**config.mk**
```make
export PLATFORM = sky130hd
export DESIGN_NAME = crc8_checked_frame_parser_top
export DESIGN_NICKNAME = d
export VERILOG_FILES = /design/src/sv/crc8fp_pkg.sv /design/src/sv/crc8fp_in_reg.sv /design/src/sv/crc8fp_core.sv /design/src/sv/crc8fp_out_reg.sv /design/src/sv/crc8_checked_frame_parser_top.sv
export SDC_FILE = /design/constraint.sdc
export NUM_CORES = 1
export LEC_CHECK = 0
export BUFFER_PORTS_ARGS = -buffer_cell sky130_fd_sc_hd__buf_2
export CORE_MARGIN = 4
export CORE_UTILIZATION = 45
export DETAILED_ROUTE_END_ITERATION = 16
export PLACE_DENSITY_LB_ADDON = 0.12
export SETUP_SLACK_MARGIN = 0.05
export SLEW_MARGIN = 20
export SYNTH_ARGS = -nofsm -noshare
export SYNTH_HDL_FRONTEND = slang
export SYNTH_HIERARCHICAL = 1
export SYNTH_SLANG_ARGS = --single-unit
```
**constraint.sdc**
```tcl
create_clock -name i_clk -period 12 [get_ports i_clk]
set_clock_uncertainty 0.1 [all_clocks]
set_input_delay 0.6 -clock i_clk [delete_from_list [all_inputs] [get_ports i_clk]]
set_output_delay 0.6 -clock i_clk [all_outputs]
set_load 0.01 [all_outputs]
```
**src/sv/crc8fp_pkg.sv**
```systemverilog
// shared types, constants and crc helper for the crc8 checked frame parser
package crc8fp_pkg;

    localparam int MAX_FRAME = 256;
    localparam int POS_W     = $clog2(MAX_FRAME + 2);
    localparam int CMP_W     = ((POS_W > 9) ? POS_W : 9) + 1;

    localparam int FIELD_FIRST = 3;
    localparam int FIELD_COUNT = 16;
    localparam int FIELD_IDX_W = $clog2(FIELD_COUNT);

    localparam logic [7:0] HDR_BYTE0 = 8'h55;
    localparam logic [7:0] HDR_BYTE1 = 8'hAA;
    localparam logic [7:0] CR_BYTE   = 8'h0D;
    localparam logic [7:0] LF_BYTE   = 8'h0A;
    localparam logic [7:0] CRC_POLY  = 8'h8C;
    localparam logic [7:0] LEN_LIMIT = 8'd128;

    typedef logic [1:0] t_status;

    localparam t_status ST_OK      = 2'd0;
    localparam t_status ST_HEADER  = 2'd1;
    localparam t_status ST_CRC_BAD = 2'd2;
    localparam t_status ST_LENGTH  = 2'd3;

    typedef struct packed {
        t_status            status;
        logic signed [31:0] yaw_milli;
        logic signed [31:0] left_wheel;
        logic signed [31:0] right_wheel;
        logic signed [31:0] flag_word;
    } t_result;

    function automatic logic [7:0] crc8_update(input logic [7:0] crc, input logic [7:0] b);
        logic [7:0] c;
        c = crc ^ b;
        for (int k = 0; k < 8; k++) begin
            if (c[0]) begin
                c = (c >> 1) ^ CRC_POLY;
            end else begin
                c = c >> 1;
            end
        end
        return c;
    endfunction

endpackage

```
**src/sv/crc8fp_in_reg.sv**
```systemverilog
// input register holding one received byte ahead of the frame logic
module crc8fp_in_reg (
    input  logic       i_clk,
    input  logic       i_rst_n,
    input  logic       i_valid,
    input  logic [7:0] i_rx_byte,
    input  logic       i_take,
    output logic       o_stall,
    output logic       o_valid,
    output logic [7:0] o_byte
);
    logic       r_valid;
    logic [7:0] r_byte;

    assign o_stall = r_valid && !i_take;
    assign o_valid = r_valid;
    assign o_byte  = r_byte;

    always_ff @(posedge i_clk) begin
        if (!i_rst_n) begin
            r_valid <= 1'b0;
        end else if (!o_stall) begin
            r_valid <= i_valid;
        end
    end

    always_ff @(posedge i_clk) begin
        if (!o_stall && i_valid) begin
            r_byte <= i_rx_byte;
        end
    end

endmodule

```
**src/sv/crc8fp_core.sv**
```systemverilog
// frame state, byte-wide crc update, field capture and status decision
module crc8fp_core (
    input  logic                i_clk,
    input  logic                i_rst_n,
    input  logic                i_valid,
    input  logic [7:0]          i_byte,
    input  logic                i_out_free,
    output logic                o_take,
    output logic                o_res_valid,
    output crc8fp_pkg::t_result o_res
);
    import crc8fp_pkg::*;

    logic [POS_W-1:0] r_pos;
    logic             r_hdr_good;
    logic [7:0]       r_len;
    logic [7:0]       r_crc;
    logic [7:0]       r_rx_crc;
    logic             r_crc_seen;
    logic             r_last_cr;
    logic [7:0]       r_field [FIELD_COUNT];

    logic             n_hdr_good;
    logic [7:0]       n_len;
    logic [7:0]       n_crc;
    logic [7:0]       n_rx_crc;
    logic             n_crc_seen;
    logic [7:0]       n_field [FIELD_COUNT];

    logic [CMP_W-1:0]       p_ext;
    logic [CMP_W-1:0]       crc_pos;
    logic [CMP_W-1:0]       total;
    logic [CMP_W-1:0]       fld_off;
    logic [FIELD_IDX_W-1:0] fld_idx;
    logic                   fld_wr;
    logic                   in_crc;
    logic                   ends;
    t_status                status;

    assign p_ext   = CMP_W'(r_pos);
    assign total   = p_ext + CMP_W'(1);
    assign fld_off = p_ext - CMP_W'(FIELD_FIRST);
    assign fld_idx = fld_off[FIELD_IDX_W-1:0];
    assign fld_wr  = (p_ext >= CMP_W'(FIELD_FIRST))
                  && (p_ext < CMP_W'(FIELD_FIRST + FIELD_COUNT));
    assign ends    = (i_byte == LF_BYTE) && r_last_cr;
    assign o_take  = i_valid && (!ends || i_out_free);
    assign o_res_valid = o_take && ends;

    always_comb begin
        n_hdr_good = r_hdr_good;
        if (p_ext == CMP_W'(0) && i_byte != HDR_BYTE0) begin
            n_hdr_good = 1'b0;
        end
        if (p_ext == CMP_W'(1) && i_byte != HDR_BYTE1) begin
            n_hdr_good = 1'b0;
        end
        n_len = (p_ext == CMP_W'(2)) ? i_byte : r_len;
        crc_pos = CMP_W'(3) + CMP_W'(n_len);
        in_crc = (p_ext < CMP_W'(3)) || (p_ext < crc_pos);
        n_crc = r_crc;
        n_rx_crc = r_rx_crc;
        n_crc_seen = r_crc_seen;
        if (in_crc) begin
            n_crc = crc8_update(r_crc, i_byte);
        end else if (p_ext == crc_pos && !r_crc_seen) begin
            n_rx_crc = i_byte;
            n_crc_seen = 1'b1;
        end
        n_field = r_field;
        if (fld_wr) begin
            n_field[fld_idx] = i_byte;
        end
    end

    always_comb begin
        if (!n_hdr_good) begin
            status = ST_HEADER;
        end else if (total > CMP_W'(MAX_FRAME) || n_len >= LEN_LIMIT
                     || crc_pos >= total || !n_crc_seen) begin
            status = ST_LENGTH;
        end else if (n_crc != n_rx_crc) begin
            status = ST_CRC_BAD;
        end else begin
            status = ST_OK;
        end
        o_res.status = status;
        if (status == ST_OK) begin
            o_res.yaw_milli   = {n_field[3], n_field[2], n_field[1], n_field[0]};
            o_res.left_wheel  = {n_field[7], n_field[6], n_field[5], n_field[4]};
            o_res.right_wheel = {n_field[11], n_field[10], n_field[9], n_field[8]};
            o_res.flag_word   = {n_field[15], n_field[14], n_field[13], n_field[12]};
        end else begin
            o_res.yaw_milli   = '0;
            o_res.left_wheel  = '0;
            o_res.right_wheel = '0;
            o_res.flag_word   = '0;
        end
    end

    always_ff @(posedge i_clk) begin
        if (!i_rst_n || (o_take && ends)) begin
            r_pos      <= '0;
            r_hdr_good <= 1'b1;
            r_len      <= '0;
            r_crc      <= '0;
            r_rx_crc   <= '0;
            r_crc_seen <= 1'b0;
            r_last_cr  <= 1'b0;
            for (int i = 0; i < FIELD_COUNT; i++) begin
                r_field[i] <= '0;
            end
        end else if (o_take) begin
            if (p_ext <= CMP_W'(MAX_FRAME)) begin
                r_pos <= r_pos + POS_W'(1);
            end
            r_hdr_good <= n_hdr_good;
            r_len      <= n_len;
            r_crc      <= n_crc;
            r_rx_crc   <= n_rx_crc;
            r_crc_seen <= n_crc_seen;
            r_last_cr  <= (i_byte == CR_BYTE);
            r_field    <= n_field;
        end
    end

    a_pos_bound: assert property (@(posedge i_clk) disable iff (!i_rst_n)
        CMP_W'(r_pos) <= CMP_W'(MAX_FRAME + 1))
        else $error("byte position beyond saturation point");

    a_frame_restart: assert property (@(posedge i_clk) disable iff (!i_rst_n)
        o_res_valid |=> (r_pos == '0) && r_hdr_good && !r_crc_seen)
        else $error("frame state not cleared after frame end");

    a_hdr_bad_pos: assert property (@(posedge i_clk) disable iff (!i_rst_n)
        !r_hdr_good |-> (r_pos != '0))
        else $error("header error flagged before any byte");

    a_ok_needs_crc: assert property (@(posedge i_clk) disable iff (!i_rst_n)
        (o_res_valid && o_res.status == ST_OK) |-> n_crc_seen)
        else $error("ok status without a received crc byte");

endmodule

```
**src/sv/crc8fp_out_reg.sv**
```systemverilog
// result register between the frame logic and the output channel
module crc8fp_out_reg (
    input  logic                i_clk,
    input  logic                i_rst_n,
    input  logic                i_res_valid,
    input  crc8fp_pkg::t_result i_res,
    input  logic                i_stall,
    output logic                o_free,
    output logic                o_valid,
    output crc8fp_pkg::t_result o_res
);
    import crc8fp_pkg::*;

    logic    r_valid;
    t_result r_res;

    assign o_free  = !r_valid || !i_stall;
    assign o_valid = r_valid;
    assign o_res   = r_res;

    always_ff @(posedge i_clk) begin
        if (!i_rst_n) begin
            r_valid <= 1'b0;
        end else if (o_free) begin
            r_valid <= i_res_valid;
        end
    end

    always_ff @(posedge i_clk) begin
        if (o_free && i_res_valid) begin
            r_res <= i_res;
        end
    end

endmodule

```
**src/sv/crc8_checked_frame_parser_top.sv**
```systemverilog
// top level of the crc8 checked frame parser
// input channel: one received byte per transfer on i_rx_byte (i_valid, o_stall)
// frames open with 0x55 0xaa, a length byte, payload and a crc-8 byte (poly 0x8c
// reflected, init 0) and close at the first cr directly followed by lf
// output channel: one result per closed frame (o_valid, i_stall) carrying
// o_status and four little-endian signed words from frame bytes 3 to 18,
// zero unless status is ok
// throughput: one byte per cycle while o_stall is low, with the byte-wide crc
// update and field capture combinational between input and result registers
// a closing lf passes through the input register and then the result register,
// and o_valid rises when the result register loads the result of its frame
// bytes that do not close a frame keep flowing while a result waits; a closing
// lf is held in the input register, with o_stall high, until the receiver takes
// the pending result and the result register is free
// reset (i_rst_n low, synchronous) empties both registers and clears the frame
// state, so the next byte is taken as frame position zero
module crc8_checked_frame_parser_top (
    input  logic               i_clk,
    input  logic               i_rst_n,
    input  logic               i_valid,
    input  logic [7:0]         i_rx_byte,
    output logic               o_stall,
    output logic               o_valid,
    input  logic               i_stall,
    output logic [1:0]         o_status,
    output logic signed [31:0] o_yaw_milli,
    output logic signed [31:0] o_left_wheel,
    output logic signed [31:0] o_right_wheel,
    output logic signed [31:0] o_flag_word
);
    import crc8fp_pkg::*;

    logic       in_valid;
    logic [7:0] in_byte;
    logic       take;
    logic       out_free;
    logic       res_valid;
    t_result    res;
    t_result    out_res;

    crc8fp_in_reg u_in_reg (
        .i_clk     (i_clk),
        .i_rst_n   (i_rst_n),
        .i_valid   (i_valid),
        .i_rx_byte (i_rx_byte),
        .i_take    (take),
        .o_stall   (o_stall),
        .o_valid   (in_valid),
        .o_byte    (in_byte)
    );

    crc8fp_core u_core (
        .i_clk       (i_clk),
        .i_rst_n     (i_rst_n),
        .i_valid     (in_valid),
        .i_byte      (in_byte),
        .i_out_free  (out_free),
        .o_take      (take),
        .o_res_valid (res_valid),
        .o_res       (res)
    );

    crc8fp_out_reg u_out_reg (
        .i_clk       (i_clk),
        .i_rst_n     (i_rst_n),
        .i_res_valid (res_valid),
        .i_res       (res),
        .i_stall     (i_stall),
        .o_free      (out_free),
        .o_valid     (o_valid),
        .o_res       (out_res)
    );

    assign o_status      = out_res.status;
    assign o_yaw_milli   = out_res.yaw_milli;
    assign o_left_wheel  = out_res.left_wheel;
    assign o_right_wheel = out_res.right_wheel;
    assign o_flag_word   = out_res.flag_word;

endmodule
```
==> results.yml <==
logic_synthesis:
  synth-edff-count: 138
  synth_cells: 1325
  synth.ff_latch_count: 304
  synth.cell_area_um2: 14950
  yosys_warnings: 6
  synth-seq-area-share_pct: 49.96
  synthDistinctLibCells: 71
  ys_async_sr_fraction_pct: 0
  ys.flop_type: "dfxtp_1"
  synth.net_count: 1360
  synthesis.area_per_instance_um2: 11.28
clocking:
  cts_hold_buf: 0
  clk-insertion-delay-late_ns: 0.51
  ctsLongestPathBuffers: 3
  cts_bufs_inserted: 35
  post_cts_resized: 0
  clock_tree.htree_level_count: 2
  cts.clk_slew.worst_paths_ns: 0.06
  tritoncts: "built"
  clock_tree.root_cell: "clkbuf_16"
  clock-sinks: 304
  post-cts-setup-buffers: 0
die:
  design.die.area_um2: 36190
  floorplan.io_pins: 144
  die_extent_in_x_um: 190.2
  die-height_um: 190.2
  start_util_pct: 45.82
  core_area_um2: 32620
  row_count: 66
placed_design:
  place.detailed.hpwl_um: 21270
  gp_congestion: 0.8693
  port_buffers: 143
drt:
  drtIter0Drc: 577
  wl_per_cell_um: 18.59
  via_count: 9979
  drcViolationCount: 0
  drt-vias-per-instance: 5.294
  route.final.wire_length_um: 35030
  firstDrtPassIters: 5
  antenna_violating_nets_post_route: 0
finish:
  diodes: 0
  most_common_cell_after_layout_fill_and_taps_aside: "mux2i_1"
  final_layout_size_suffix_gt1_share_pct: 25.50
  area_added_between_synthesis_and_finish_pct: 13.66
  most-common-layout-cells: "mux2i_1, dfxtp_1, nor2_1"
  final.fill_count: 2893
  nNetsFinal: 1451
  fin_util_pct: 52.08
setup_path:
  critical_path_arrival_ns: 6.86
  critical_path.reg2reg.endpoint: "u_out_reg/o_res[51]"
  cp_slowest_stage_delay_ns: 0.76
  largest_fanout_of_any_net_on_the_critical_path: 57
  timing.critical_path.required_ns: 12.13
  critPathSlowestCell: "or4_4"
  worst_setup_path_end_kind: "flip-flop"
  r2r_start: "u_core/r_pos[2]"
  r2r_setup_slack_ns: 5.26
  worst_path_dominant_cell_family: "simple AND/OR/NAND/NOR gates"
  cells_traversed_along_the_worst_timing_path: "nor3_2, nand3_4, mux2i_1, ha_1, nand2b_1, nand2b_1, xor2_1, inv_1, ha_1, nand4_1, nor4_2, nand2_1, nor2_2, mux2i_1, xor2_1, or4_4, buf_4, buf_16, nor3_2"
  critical_path_buf_inv_count: 3
  timing_worst_setup_path_type: "reg -> reg"
  timing.reg2reg.worst_path_depth: 19
  crit_path_start_kind: "flip-flop"
power:
  peak_vdd_ir_mv: 0.1126
  pwr_density_cell_nw_per_um2: 139.2
  power_leakage_nw: 4.971
  power.total_mw: 2.365
grt:
  grt_max_degree: 95
  grt_pass1_wl_um: 55320
  globalRouteOverflowTotal: 0
  vias_in_the_first_global_route: 9665
  groute.usage.overall_pct: 19.07
  grt_antenna_before_repair: 0
timing:
  max_freq_mhz: 148.4
  final_hold_viol_count: 0
  setup_violations: 0
  setup_repair_after_global_routing_missed_its_margin: "false"
  worst_slew_margin_rel_pct: 30.08
  fin_crit_ns: 6.737
  totalNegativeSetupSlack_ns: 0
  slew_viol_final: 0
  layout_worst_path_cycle_share_pct: 56.14
  worst-slew-pin-transition_ns: 1.049
job:
  max_cap_viol_count: 0
min_path:
  timing.hold.worst_endpoint: "u_in_reg/o_byte[2]"
  hold_path.class: "in -> reg"
  hold_path.startpoint: "i_rx_byte[2]"
  min_path_cells: 1
outcome:
  status: "finished, final reports clean"
-- layout make-up --
| class | instances | area (µm²) | area share [%] |
|---|---|---|---|
| inverters | 19 | 71.32 | 0.4198 |
| flip-flops and latches | 304 | 7467 | 43.96 |
| clock buffers | 46 | 948.4 | 5.583 |
| multi-input cells | 897 | 6917 | 40.72 |
| repair buffers | 159 | 879.6 | 5.178 |
| well taps | 442 | 553.0 | 3.256 |
| clock inverters | 18 | 151.4 | 0.8912 |
-- stage by stage --
| stage | area (µm²) | std cells | hold WS, ns | setup slack [ns] |
|---|---|---|---|---|
| detailed placement | 15880 | 1821 | 0.3456 | 5.113 |
| finish | 16990 | 1885 | 0.1703 | 5.263 |
| floorplan | 14950 | 1325 | 0.3357 | 6.735 |
| CTS | 16980 | 1885 | 0.1490 | 5.093 |
| global placement | 15830 | 1819 | 0.3414 | 5.279 |
| global route | 16990 | 1885 | 0.1563 | 4.717 |
-- cells in the mapped netlist, drive strengths merged, types with 3 or more instances --
library cell / number / area share (%)
xnor2: 24 / 1.5
nand2b: 12 / 0.50
edfxtp: 138 / 28
ha: 23 / 1.9
nand3: 13 / 0.55
nor4: 5 / 0.35
a211oi: 5 / 0.25
inv: 19 / 0.48
or4: 3 / 0.18
a21o: 4 / 0.20
a31oi: 3 / 0.13
nor3: 157 / 9.8
o21ai: 28 / 0.94
o211ai: 3 / 0.15
dfxtp: 166 / 22
xnor3: 4 / 0.60
and2: 5 / 0.21
mux2i: 255 / 17
clkbuf: 57 / 1.4
and3: 4 / 0.17
buf: 48 / 2.1
nor2b: 4 / 0.22
xor2: 22 / 1.3
nor2: 162 / 4.1
nand2: 79 / 2.0
a21oi: 46 / 1.5
-- worst reg2reg max path, cell delays in order (launching register included) --
cell and delay (ns):
dfxtp_1 0.48, nor3_2 0.49, nand3_4 0.33, mux2i_1 0.45, ha_1 0.24, nand2b_1 0.15
nand2b_1 0.15, xor2_1 0.19, inv_1 0.07, ha_1 0.30, nand4_1 0.18, nor4_2 0.52
nand2_1 0.16, nor2_2 0.30, mux2i_1 0.28, xor2_1 0.22, or4_4 0.76, buf_4 0.62
buf_16 0.32, nor3_2 0.14
-- worst max path at each step --
stage	from	slack [ns]	cells past startpoint	to
5_1_grt	u_core/r_pos[2]	4.72	19	u_out_reg/o_res[61]
3_5_place_dp	u_core/r_pos[2]	5.11	18	u_out_reg/o_res[36]
3_3_place_gp	u_core/r_pos[2]	5.28	18	u_out_reg/o_res[6]
6_report	u_core/r_pos[2]	5.26	19	u_out_reg/o_res[51]
2_1_floorplan	u_in_reg/o_byte[1]	6.74	8	u_out_reg/o_res[0]
4_1_cts	u_core/r_pos[2]	5.09	18	u_out_reg/o_res[3]
-- metal layers --
layer | vias up | share of wire [%] | global-route usage (%)
met2 | 205 | 47 | 30.92
li1 | 4884 | - | -
met1 | 4840 | 46 | 27.16
met4 | 0 | 2.2 | 5.000
met5 | - | 0 | 0
met3 | 50 | 4.2 | 2.581
-- kinds of logic (layout without fill, tap and decap cells) --
logic type / after synthesis / count (layout) / synth area share (%)
simple gates: 458 / 458 / 18.81
fa+ha+maj: 23 / 23 / 1.926
mux: 256 / 256 / 17.18
compound gates: 109 / 109 / 4.538
buf+inv: 124 / 242 / 4.018
xor+xnor: 51 / 51 / 3.566
flops: 304 / 304 / 49.96
-- state kept, by name, indices dropped and copies added, names as in the netlist, 8 cells and up --
name and cells:
u_out_reg/o_res 130, u_core/r_field 128, u_core/r_pos 9, u_core/r_crc 8, u_core/r_len 8, u_core/r_rx_crc 8
u_in_reg/o_byte 8
-- report_power, final --
part,internal [mW],switching (mW)
clock network,0.602,0.409
logic,0.101,0.157
registers,1.08,0.0107
total,1.79,0.577
Power figures use the tool's default switching activity.
